## config.mk

```make
export PLATFORM = sky130hd
export DESIGN_NAME = fgn_sum
export DESIGN_NICKNAME = d
export VERILOG_FILES = /design/src/sv/fgn_pkg.sv /design/src/sv/fgn_sum.sv
export SDC_FILE = /design/constraint.sdc
export NUM_CORES = 1
export LEC_CHECK = 0
export ABC_AREA = 1
export CORE_UTILIZATION = 50
export DETAILED_ROUTE_END_ITERATION = 16
export DONT_BUFFER_PORTS = 1
export PLACE_DENSITY_LB_ADDON = 0.15
export SYNTH_ARGS = -nofsm -noshare
export SYNTH_HDL_FRONTEND = slang
export SYNTH_SLANG_ARGS = --single-unit
```

## constraint.sdc

```tcl
create_clock -name clk_i -period 4.1 [get_ports clk_i]
set_input_delay 0 -clock clk_i [delete_from_list [all_inputs] [get_ports clk_i]]
set_output_delay 0 -clock clk_i [all_outputs]
set_load 0.1 [all_outputs]
```

## src/sv/fgn_pkg.sv

```systemverilog
`timescale 1ns / 1ps

package fgn_pkg;

  // Block configuration.
  localparam int OCTAVE_COUNT     = 8;
  localparam int ANGLE_TABLE_BITS = 10;

  // Field and register widths.
  localparam int COORD_W = 24;
  localparam int CFG_W   = 16;
  localparam int AMP_W   = 16;
  localparam int OUT_W   = 19;
  localparam int ADDR_W  = 8;

  // Configuration register indexes.
  localparam logic [ADDR_W-1:0] CFG_BASE_FREQ = 8'd0;
  localparam logic [ADDR_W-1:0] CFG_BASE_AMP  = 8'd1;

  // Reset values of the configuration registers.
  localparam logic [CFG_W-1:0] FREQ_RESET = 16'd256;
  localparam logic [AMP_W-1:0] AMP_RESET  = 16'd32768;

  // Per-octave frequency grows by one bit per octave.
  localparam int FREQ_W = CFG_W + OCTAVE_COUNT - 1;
  // Scaled coordinate, Q27.20.
  localparam int PX_W   = COORD_W + FREQ_W;
  localparam int FRAC_W = 20;

  // Lattice hash multipliers.
  localparam logic [31:0] HASH_A = 32'd3284157443;
  localparam logic [31:0] HASH_B = 32'd1911520717;
  localparam logic [31:0] HASH_C = 32'd2048419325;

  // Octave value, amplitude product and summation widths.
  localparam int VAL_W   = 18;
  localparam int PROD_W  = VAL_W + AMP_W + 1;
  localparam int SUM_LVL = $clog2(OCTAVE_COUNT);
  localparam int SUM_W   = PROD_W + OCTAVE_COUNT - 1 + SUM_LVL;
  localparam int OUT_SHIFT = 15 + OCTAVE_COUNT - 1;
  localparam int OUT_MAX = 262143;
  localparam int OUT_MIN = -262144;

  // Register stages inside one octave lane.
  localparam int LANE_LAT = 12;

  typedef logic signed [SUM_W-1:0] term_t;

  // Quarter-wave sine table.
  localparam int QB     = ANGLE_TABLE_BITS - 2;
  localparam int QTAB_N = 1 << QB;
  localparam logic [ANGLE_TABLE_BITS-1:0] QUARTER_TURN = ANGLE_TABLE_BITS'(QTAB_N);

  typedef logic [16:0] qsin_tab_t [QTAB_N];

  // Fifth-order odd polynomial over a quarter turn, products truncated by 15 bits.
  function automatic qsin_tab_t build_qsin();
    qsin_tab_t tab;
    logic [63:0] t;
    logic [63:0] t2;
    logic [63:0] inner;
    logic [63:0] mid;
    for (int k = 0; k < QTAB_N; k++) begin
      t     = 64'(k) << (17 - ANGLE_TABLE_BITS);
      t2    = (t * t) >> 15;
      inner = 64'd21024 - ((t2 * 64'd2320) >> 15);
      mid   = 64'd51472 - ((t2 * inner) >> 15);
      tab[k] = 17'((t * mid) >> 15);
    end
    return tab;
  endfunction

  localparam qsin_tab_t QSIN_TAB = build_qsin();

  // Q2.15 sine of a full-turn angle code, folded by quadrant.
  function automatic logic signed [17:0] sin_q15(input logic [ANGLE_TABLE_BITS-1:0] idx);
    logic [1:0]  quad;
    logic [QB:0] k;
    logic [16:0] mag;
    quad = idx[ANGLE_TABLE_BITS-1 -: 2];
    k    = {1'b0, idx[QB-1:0]};
    if (quad[0]) begin
      k = (QB+1)'(QTAB_N) - k;
    end
    if (k[QB]) begin
      mag = 17'd32768;
    end else begin
      mag = QSIN_TAB[k[QB-1:0]];
    end
    return quad[1] ? -$signed({1'b0, mag}) : $signed({1'b0, mag});
  endfunction

  // Swap the 16-bit halves of a word.
  function automatic logic [31:0] rot16(input logic [31:0] v);
    return {v[15:0], v[31:16]};
  endfunction

endpackage

```

## src/sv/fgn_sum.sv

```systemverilog
`timescale 1ns / 1ps

module fgn_sum (
  input  logic                              clk_i,
  input  logic                              en_i,
  input  fgn_pkg::term_t                    terms_i [fgn_pkg::OCTAVE_COUNT],
  output logic signed [fgn_pkg::OUT_W-1:0]  noise_o
);

  localparam int LVL = fgn_pkg::SUM_LVL;
  localparam int NP  = 1 << LVL;
  localparam int OC  = fgn_pkg::OCTAVE_COUNT;
  localparam fgn_pkg::term_t SAT_HI = fgn_pkg::SUM_W'(fgn_pkg::OUT_MAX);
  localparam fgn_pkg::term_t SAT_LO = fgn_pkg::SUM_W'(fgn_pkg::OUT_MIN);

  // Registered adder tree: level 0 captures the terms, each level halves the count.
  fgn_pkg::term_t tree_q [LVL+1][NP];

  always_ff @(posedge clk_i) begin
    if (en_i) begin
      for (int k = 0; k < NP; k++) begin
        tree_q[0][k] <= (k < OC) ? terms_i[k % OC] : '0;
      end
      for (int l = 0; l < LVL; l++) begin
        for (int k = 0; k < NP; k++) begin
          if (k < (NP >> (l + 1))) begin
            tree_q[l+1][k] <= tree_q[l][(2 * k) & (NP - 1)]
                            + tree_q[l][(2 * k + 1) & (NP - 1)];
          end else begin
            tree_q[l+1][k] <= '0;
          end
        end
      end
    end
  end

  // Scale back to Q3.15 and saturate.
  fgn_pkg::term_t scaled;
  logic signed [fgn_pkg::OUT_W-1:0] res_d, res_q;

  always_comb begin
    scaled = tree_q[LVL][0] >>> fgn_pkg::OUT_SHIFT;
    if (scaled > SAT_HI) begin
      res_d = fgn_pkg::OUT_W'(fgn_pkg::OUT_MAX);
    end else if (scaled < SAT_LO) begin
      res_d = fgn_pkg::OUT_W'(fgn_pkg::OUT_MIN);
    end else begin
      res_d = fgn_pkg::OUT_W'(scaled);
    end
  end

  always_ff @(posedge clk_i) begin
    if (en_i) begin
      res_q <= res_d;
    end
  end

  assign noise_o = res_q;

endmodule

```

Yosys cells after proc, flatten, opt, wreduce, memory -nomap -nowiden

Memories as Yosys holds them, arrays and structs flattened.
Index checks and enable logic that the tools add are counted.

Flip-flop bits (word level): 19
Bits in latches: 0
RAM bits: 1440
Memory bits (read-only): 0
Input port bits: 362
Output and inout port bits: 19
Logic and storage cells: 14
Memories: 1

$add $sub $neg: 7
Multiply operators: 0
Div/mod/pow operators: 0
Order comparisons: 2
Equality and inequality tests: 0
Shift-type cells: 0
Multiplexer cells: 3
Bitwise logic cells: 0
Reduce and logical (&&, ||, !) cells: 0

Memory list:

| name   | depth | bits a word | rd ports | clocked after memory_dff | write ports | RTL line      | text |
|---|---|---|---|---|---|---|---|
| tree_q | 4     | 360         | 4        | 0                        | 4           | fgn_sum.sv:17 | `fgn_pkg::term_t tree_q [LVL+1][NP];` |

Operators by type and width:

| kind                 | count |
|---|---|
| $add 45x45->45       | 7 |
| $gt 23x19->1 const B | 1 |
| $lt 23x19->1 const B | 1 |
| $mux 19              | 1 |
| $mux 1               | 2 |

Logic depth before layout (Yosys ltp)

Gate-level depths: netlist of the first run.
An unclocked memory read counts as a cell.

Depth in word-level cells: 3
Depth in mapped cells: 13
Depth with buffers taken out: 13

Least setup slack after synthesis of the first run

Ideal clock, no wire load.

Kind: register -> register
Start point: memory tree_q[0][0] (netlist name)
End point: memory tree_q[1][216] (netlist name) (data pin)
Data arrival time: 1.685 ns
Required time: 3.848 ns
Setup slack: 2.163 ns
Cell stages (with the launch flop): 12
Buffers on the path: 0
Period minus slack after synthesis: 1.937 ns
Cells stage by stage: edfxtp_1 > ha_1 > fa_1 > nand2_1 > nand3_1 > and2_1 > nand3b_1 > nand3_2 > nand2_1 > nand2_1 > nand2_1 > nand2_1

RTL lines:

| item            | RTL line |
|---|---|
| start, declared | fgn_sum.sv:17 |

==> results_dict.tcl, run 1 <==
set metrics [dict create \
    status "complete, but fails checks" \
    failed_checks "negative hold slack, max-slew violations" \
    io_pins 381 \
    drt_first_iter_violations 3927 \
    slew_headroom_pct -103 \
    die_w_um 305 \
    synth_top_area_share_pct 44.0 \
    setup_tns_ns 0 \
    yosys_warnings 0 \
    vias 41000 \
    grtUsageTotal_pct 31.3 \
    worstMarginPinSlew_ns 3.04 \
    async_flop_share_pct 0 \
    hold_path_class "input port to flop" \
    num_rows 110 \
    cp_max_fo 6 \
    synth_area_mm2 0.0458 \
    syn_area_per_cell_um2 7.60 \
    synth_area_leader_cell "edfxtp_1" \
    slew_viol_final 361 \
    cts_sinks 672 \
    rsz0062_at_grt "false" \
    ys_top_cells_by_area "edfxtp_1 44%, nand2_1 19%, inv_1 9.6%" \
    wl_per_cell_um 18.1 \
    yosysSeqAreaShare_pct 44.0 \
    max-cap-violations 0 \
    overflow 0 \
    crit_start "tree_q[0][92]$_DFFE_PP_" \
    synthCells 6032 \
    dieArea_mm2 0.0929 \
    whs_ns -0.547 \
    r2r_cells 7 \
    crit_arrival_ns 2.95 \
    n_fill_cell 7695 \
    reg2reg_to "tree_q[1][238]$_DFFE_PP_" \
    cts_tree "done" \
    fin_skew_ns 0.0285 \
    instances_no_fill 8069 \
    setup_viol 0 \
    critPathKind "flop to flop" \
    numPortBuffers 0 \
    placed_cell_area_mm2 0.0473 \
    end_kind "flop" \
    min_period_ns 2.64 \
    fin_area_mm2 0.0570 \
    wl_um 146000 \
    place_congestion 0.968 \
    dp_hpwl_um 107000 \
    hold_violations 191 \
    ant_nets 0 \
    cts_buffers 77 \
    synth_cell_types 30 \
    ys_ff_latch 672 \
    whs_path_depth 0 \
    final_nets 7496 \
    dr.pass1.iters 6 \
    grt_pass1_vias 39700 \
    clock.fmax_mhz 379 \
    initial_utilization_pct 50.7 \
    clockBufferDepth 3 \
    synth_common_cells "2361 x nand2_1, 1168 x inv_1, 672 x edfxtp_1" \
    r2r_start "tree_q[0][92]$_DFFE_PP_" \
    postCtsResizedCells 0 \
    hold_buffers 712 \
    required_ns 4.41 \
    grt_pass1_wl_um 223000 \
    p_leak_uw 0.0282 \
    hold_end "tree_q[0][212]$_DFFE_PP_" \
    clk_pin_slew_worst_paths_ns 0.07 \
    synth_most_common_cell "nand2_1" \
    drive_gt1_share_pct 5.55 \
    dp_cells 7206 \
    synth_edf_count 672 \
    fin_crit_sh_pct 64.4 \
    post_cts_buffers 0 \
    grt_max_degree 673 \
    syn_nets 6707 \
    ir_drop_v 0.000431 \
    antenna_found_initial 12 \
    insertion_delay_ns 0.67 \
    die_h_um 305 \
    min-delay-start "en_i" \
    fin_util_pct 63.0 \
    drc_errors 0 \
    ys.flop_type "edfxtp_1" \
    via_per_inst 5.09 \
    ff2ff_setup_slack_ns 1.46 \
    p_per_area_mw_per_mm2 517 \
    syn_to_final_growth_pct 24.4 \
    coreArea_mm2 0.0904 \
    cts-root-buf "clkbuf_16" \
    cts_max_level 3 \
    cp-start-kind "flop" \
]
report_power, final:
group / total, uW / switching, uW / internal [uW] / leakage (uW)
Sequential: 10600 / 1280 / 9330 / 0.00659
Clock: 7060 / 3060 / 4000 / 0.00122
Combinational: 11800 / 7880 / 3950 / 0.0204
Total: 29500 / 12200 / 17300 / 0.0282
registers in the layout (all words and copies together) (netlist names):
| signal | cells |
|---|---|
| tree_q | 653 |
| noise_o | 19 |
kinds of logic (layout without fill, tap and decap cells):
group	after synthesis	count (layout)	synth area share, %
buffers and inverters	1194	2048	9.78
XOR/XNOR	163	163	3.12
other	0	7	0
AO/OA/AOI/OAI	249	249	3.02
adder cells (fa/ha/maj)	313	313	8.64
AND/OR/NAND/NOR	3441	3441	31.4
flip-flops	672	672	44.0
per-layer routing:
layer	global-route usage, %	part of all wire, %	routed length [um]	up-vias
met5	0	0.016	23	-
met4	7.67	2.3	3430	4
met3	5.03	7.2	10600	225
met2	51.4	46	66900	1562
met1	43.0	45	65300	18800
li1	-	-	-	20400
final cells by class:
class	count	area, um2	area share [%]
timing repair buffer	713	7130	12.5
multi-input combinational	4166	21200	37.1
clock buffer	90	2000	3.50
tap	1176	1470	2.58
clock inverter	54	561	0.983
sequential	672	20200	35.4
inverter	1191	4470	7.84
antenna	7	17.5	0.0307
metrics by stage:
step                      setup WS [ns]  hold WS [ns]  total power (uW)
after CTS                          1.57        -0.542             29300
after global placement             1.59        0.0989             21800
after detailed placement           1.58        0.0989             21800
after floorplan                    2.16        0.0989             18100
final                              1.46        -0.547             29500
after global routing               1.28        -0.566             31300
worst max-delay path by stage:
stage / endpoint / slack (ns) / cells past startpoint
6_report: tree_q[1][238]$_DFFE_PP_ / 1.46 / 7
4_1_cts: tree_q[1][238]$_DFFE_PP_ / 1.57 / 7
5_1_grt: tree_q[1][240]$_DFFE_PP_ / 1.28 / 7
2_1_floorplan: tree_q[1][216]$_DFFE_PP_ / 2.16 / 11
3_3_place_gp: tree_q[1][335]$_DFFE_PP_ / 1.59 / 8
3_5_place_dp: tree_q[1][238]$_DFFE_PP_ / 1.58 / 7
critical path: stages, from the launching register on:
cell and delay (ns):
edfxtp_1 0.39, ha_1 0.42, nand2_1 0.12, nand3_1 0.21, nand2_1 0.08, nand2_1 0.14
a31oi_1 0.11, xnor2_1 0.81
cells in the final DEF (no fill, tap or decap), drive strengths merged, types with 11 or more instances in the layout:
master,count
nand4,43
clkinvlp,11
nor3,28
edfxtp,672
a31oi,24
nand2,2424
inv,1199
o21ai,33
clkbuf,90
o21bai,21
ha,307
clkinv,28
a21oi,159
dlygate4sd3,712
nand3,335
xnor2,31
nor2,588
xor2,132
Note: power is estimated with default switching activity, not from simulation.
==> run 2: changes to the inputs <==
==> constraint.sdc (replaced) <==
create_clock -name clk_i -period 2.3 [get_ports clk_i]
set_input_delay 0 -clock clk_i [delete_from_list [all_inputs] [get_ports clk_i]]
set_output_delay 0 -clock clk_i [all_outputs]
set_load 0.1 [all_outputs]
==> run 2 against run 1 <==
  * The flow finishes with violations (negative hold slack, max-slew violations, negative setup slack)
  * Clock-buffer cell count decreased by 4
  * Cell count increased by 1.3%
  * Fmax increased by 14%
  * Hold slack improved by 0.045 ns
  * Register-to-register slack got worse by 1.5 ns
  * First-iteration DRC count increased by 4.8%
  * Non-clock buffer count increased by 107
  * Die area unchanged
  * Largest power group unchanged
  * Highest routed layer is now met4
==> results_dict.tcl, run 2 (synthesized netlist as in run 1, its figures left out) <==
set metrics [dict create \
    status "complete, but fails checks" \
    failed_checks "negative hold slack, max-slew violations, negative setup slack" \
    cts_buffers 77 \
    clk_pin_slew_worst_paths_ns 0.06 \
    end_kind "flop" \
    seqPwrFrac_pct 34.4 \
    slew_viol_final 322 \
    worstMarginPinSlew_ns 1.79 \
    use_met2_pct 51.9 \
    num_rows 110 \
    grt_max_degree 673 \
    wl_per_cell_um 18.2 \
    p_per_area_mw_per_mm2 929 \
    p_int_uw 32300 \
    numPortBuffers 0 \
    top_register "tree_q" \
    power_switching_uw 22500 \
    insertion_delay_ns 0.66 \
    grtUsageTotal_pct 31.4 \
    cts-root-buf "clkbuf_16" \
    io_pins 381 \
    layout_common_cells "2330 x nand2_1, 1168 x inv_1, 716 x dlygate4sd3_1" \
    grt_pass1_wl_um 225000 \
    critPathKind "flop to flop" \
    via_per_inst 5.15 \
    drive_gt1_share_pct 9.84 \
    initial_utilization_pct 50.7 \
    cp_max_fo 4 \
    rsz0062_at_grt "true" \
    ff2ff_setup_slack_ns -0.02 \
    ant_nets 0 \
    met1_usage_pct 43.6 \
    drt_first_iter_violations 4117 \
    overflow 0 \
    cp-start-kind "flop" \
    critPathCapture "tree_q[1][235]$_DFFE_PP_" \
    p_comb_share_pct 41.4 \
    hold_path_class "input port to flop" \
    clkPwrFrac_pct 24.1 \
    cts_sinks 672 \
    coreArea_mm2 0.0904 \
    reg2reg_to "tree_q[1][235]$_DFFE_PP_" \
    final_nets 7603 \
    final_common_cell "nand2_1" \
    dr.pass1.iters 6 \
    netSwitchingFraction_pct 41.0 \
    setup_viol 1 \
    whs_ns -0.502 \
    fin_util_pct 65.3 \
    fin_ws_ns -0.0230 \
    setup_tns_ns -0.0230 \
    cts_max_level 3 \
    die_h_um 305 \
    largest_reg_flops 653 \
    place_congestion 0.963 \
    max-cap-violations 0 \
    required_ns 2.64 \
    die_w_um 305 \
    min_period_ns 2.32 \
    hold_violations 49 \
    crit_arrival_ns 2.66 \
    dp_hpwl_um 108000 \
    grt_pass1_vias 40000 \
    crit_start "tree_q[0][98]$_DFFE_PP_" \
    wl_um 149000 \
    r2r_cells 6 \
    slew_headroom_pct -19.5 \
    fin_crit_sh_pct 101 \
    pre_cts_slack_ns -0.309 \
    grt_busiest_layer "met2" \
    clockBufferDepth 3 \
    fin_skew_ns 0.0310 \
    vias 42100 \
    r2r_start "tree_q[0][98]$_DFFE_PP_" \
    drc_errors 0 \
    p_leak_uw 0.0287 \
    syn_to_final_growth_pct 28.8 \
    clock.fmax_mhz 430 \
    power_uw 54800 \
    cts_tree "done" \
    grt.met3_usage_pct 3.76 \
    ir_drop_v 0.000694 \
    dieArea_mm2 0.0929 \
    antenna_found_initial 14 \
]
[run 2: cell count changes in the layout (fill, tap and decap cells not counted), sizes merged]
cell	delta
buf	+103
bufinv	+4
clkbuf	-4
clkinv	-2
clkinvlp	-1
diode	+2
dlygate4sd3	+4
[run 2: stage by stage]
step / cells / area (um2)
6_report: 8175 / 59000
5_1_grt: 8174 / 59000
4_1_cts: 8157 / 58000
3_5_place_dp: 7301 / 48000
3_3_place_gp: 7301 / 48000
2_1_floorplan: 6032 / 45800
[run 2: worst min-delay path by stage]
stage            startpoint                  endpoint  slack, ns  depth (start not counted)
3_5_place_dp    terms_i[22]   tree_q[0][22]$_DFFE_PP_        0.1                          0
3_3_place_gp   terms_i[269]  tree_q[0][269]$_DFFE_PP_        0.1                          0
2_1_floorplan    terms_i[0]    tree_q[0][0]$_DFFE_PP_        0.1                          0
4_1_cts                en_i  tree_q[0][260]$_DFFE_PP_      -0.51                          0
6_report               en_i  tree_q[0][213]$_DFFE_PP_      -0.50                          0
5_1_grt                en_i  tree_q[0][213]$_DFFE_PP_      -0.52                          0
[run 2: critical path, cell delays in order, from the launching register on]
cell and delay (ns):
edfxtp_1 0.37, ha_1 0.46, nand2_2 0.13, nor2_2 0.19, nand3_1 0.11, nand3_2 0.12
xor2_1 0.61
[run 2: cell type report]
class | instances | area [um2]
fillers | 7507 | 31400
diodes | 9 | 22.5
well taps | 1176 | 1470
repair buffers | 820 | 7950
clock buffers | 86 | 2020
flip-flops and latches | 672 | 20200
multi-input cells | 4166 | 22200
inverters | 1191 | 4470
clock inverters | 55 | 653
[run 2: what timing repair did]
| action | CTS | global route |
|---|---|---|
| hold buffers | 715 | 1 |
| setup endpoints to repair | 24 | 107 |
| gates resized for setup | 22 | 209 |
| pin swaps | 0 | 14 |
| buffers inserted | 0 | 8 |
| hold endpoints to repair | 1032 | 588 |
[run 2: power groups by stage]
stage / sequential [uW] / combinational [uW] / clock, uW
6_report: 18900 / 22700 / 13200
5_1_grt: 19000 / 25200 / 13800
4_1_cts: 18700 / 21600 / 13200
3_5_place_dp: 19000 / 20500 / 0
3_3_place_gp: 18900 / 20400 / 0
2_1_floorplan: 18300 / 14000 / 0
[run 2: per-layer routing]
metal	wire, um	up-vias
met5	0	-
met1	65300	19400
met4	4240	0
met3	11100	308
li1	-	20600
met2	68600	1754
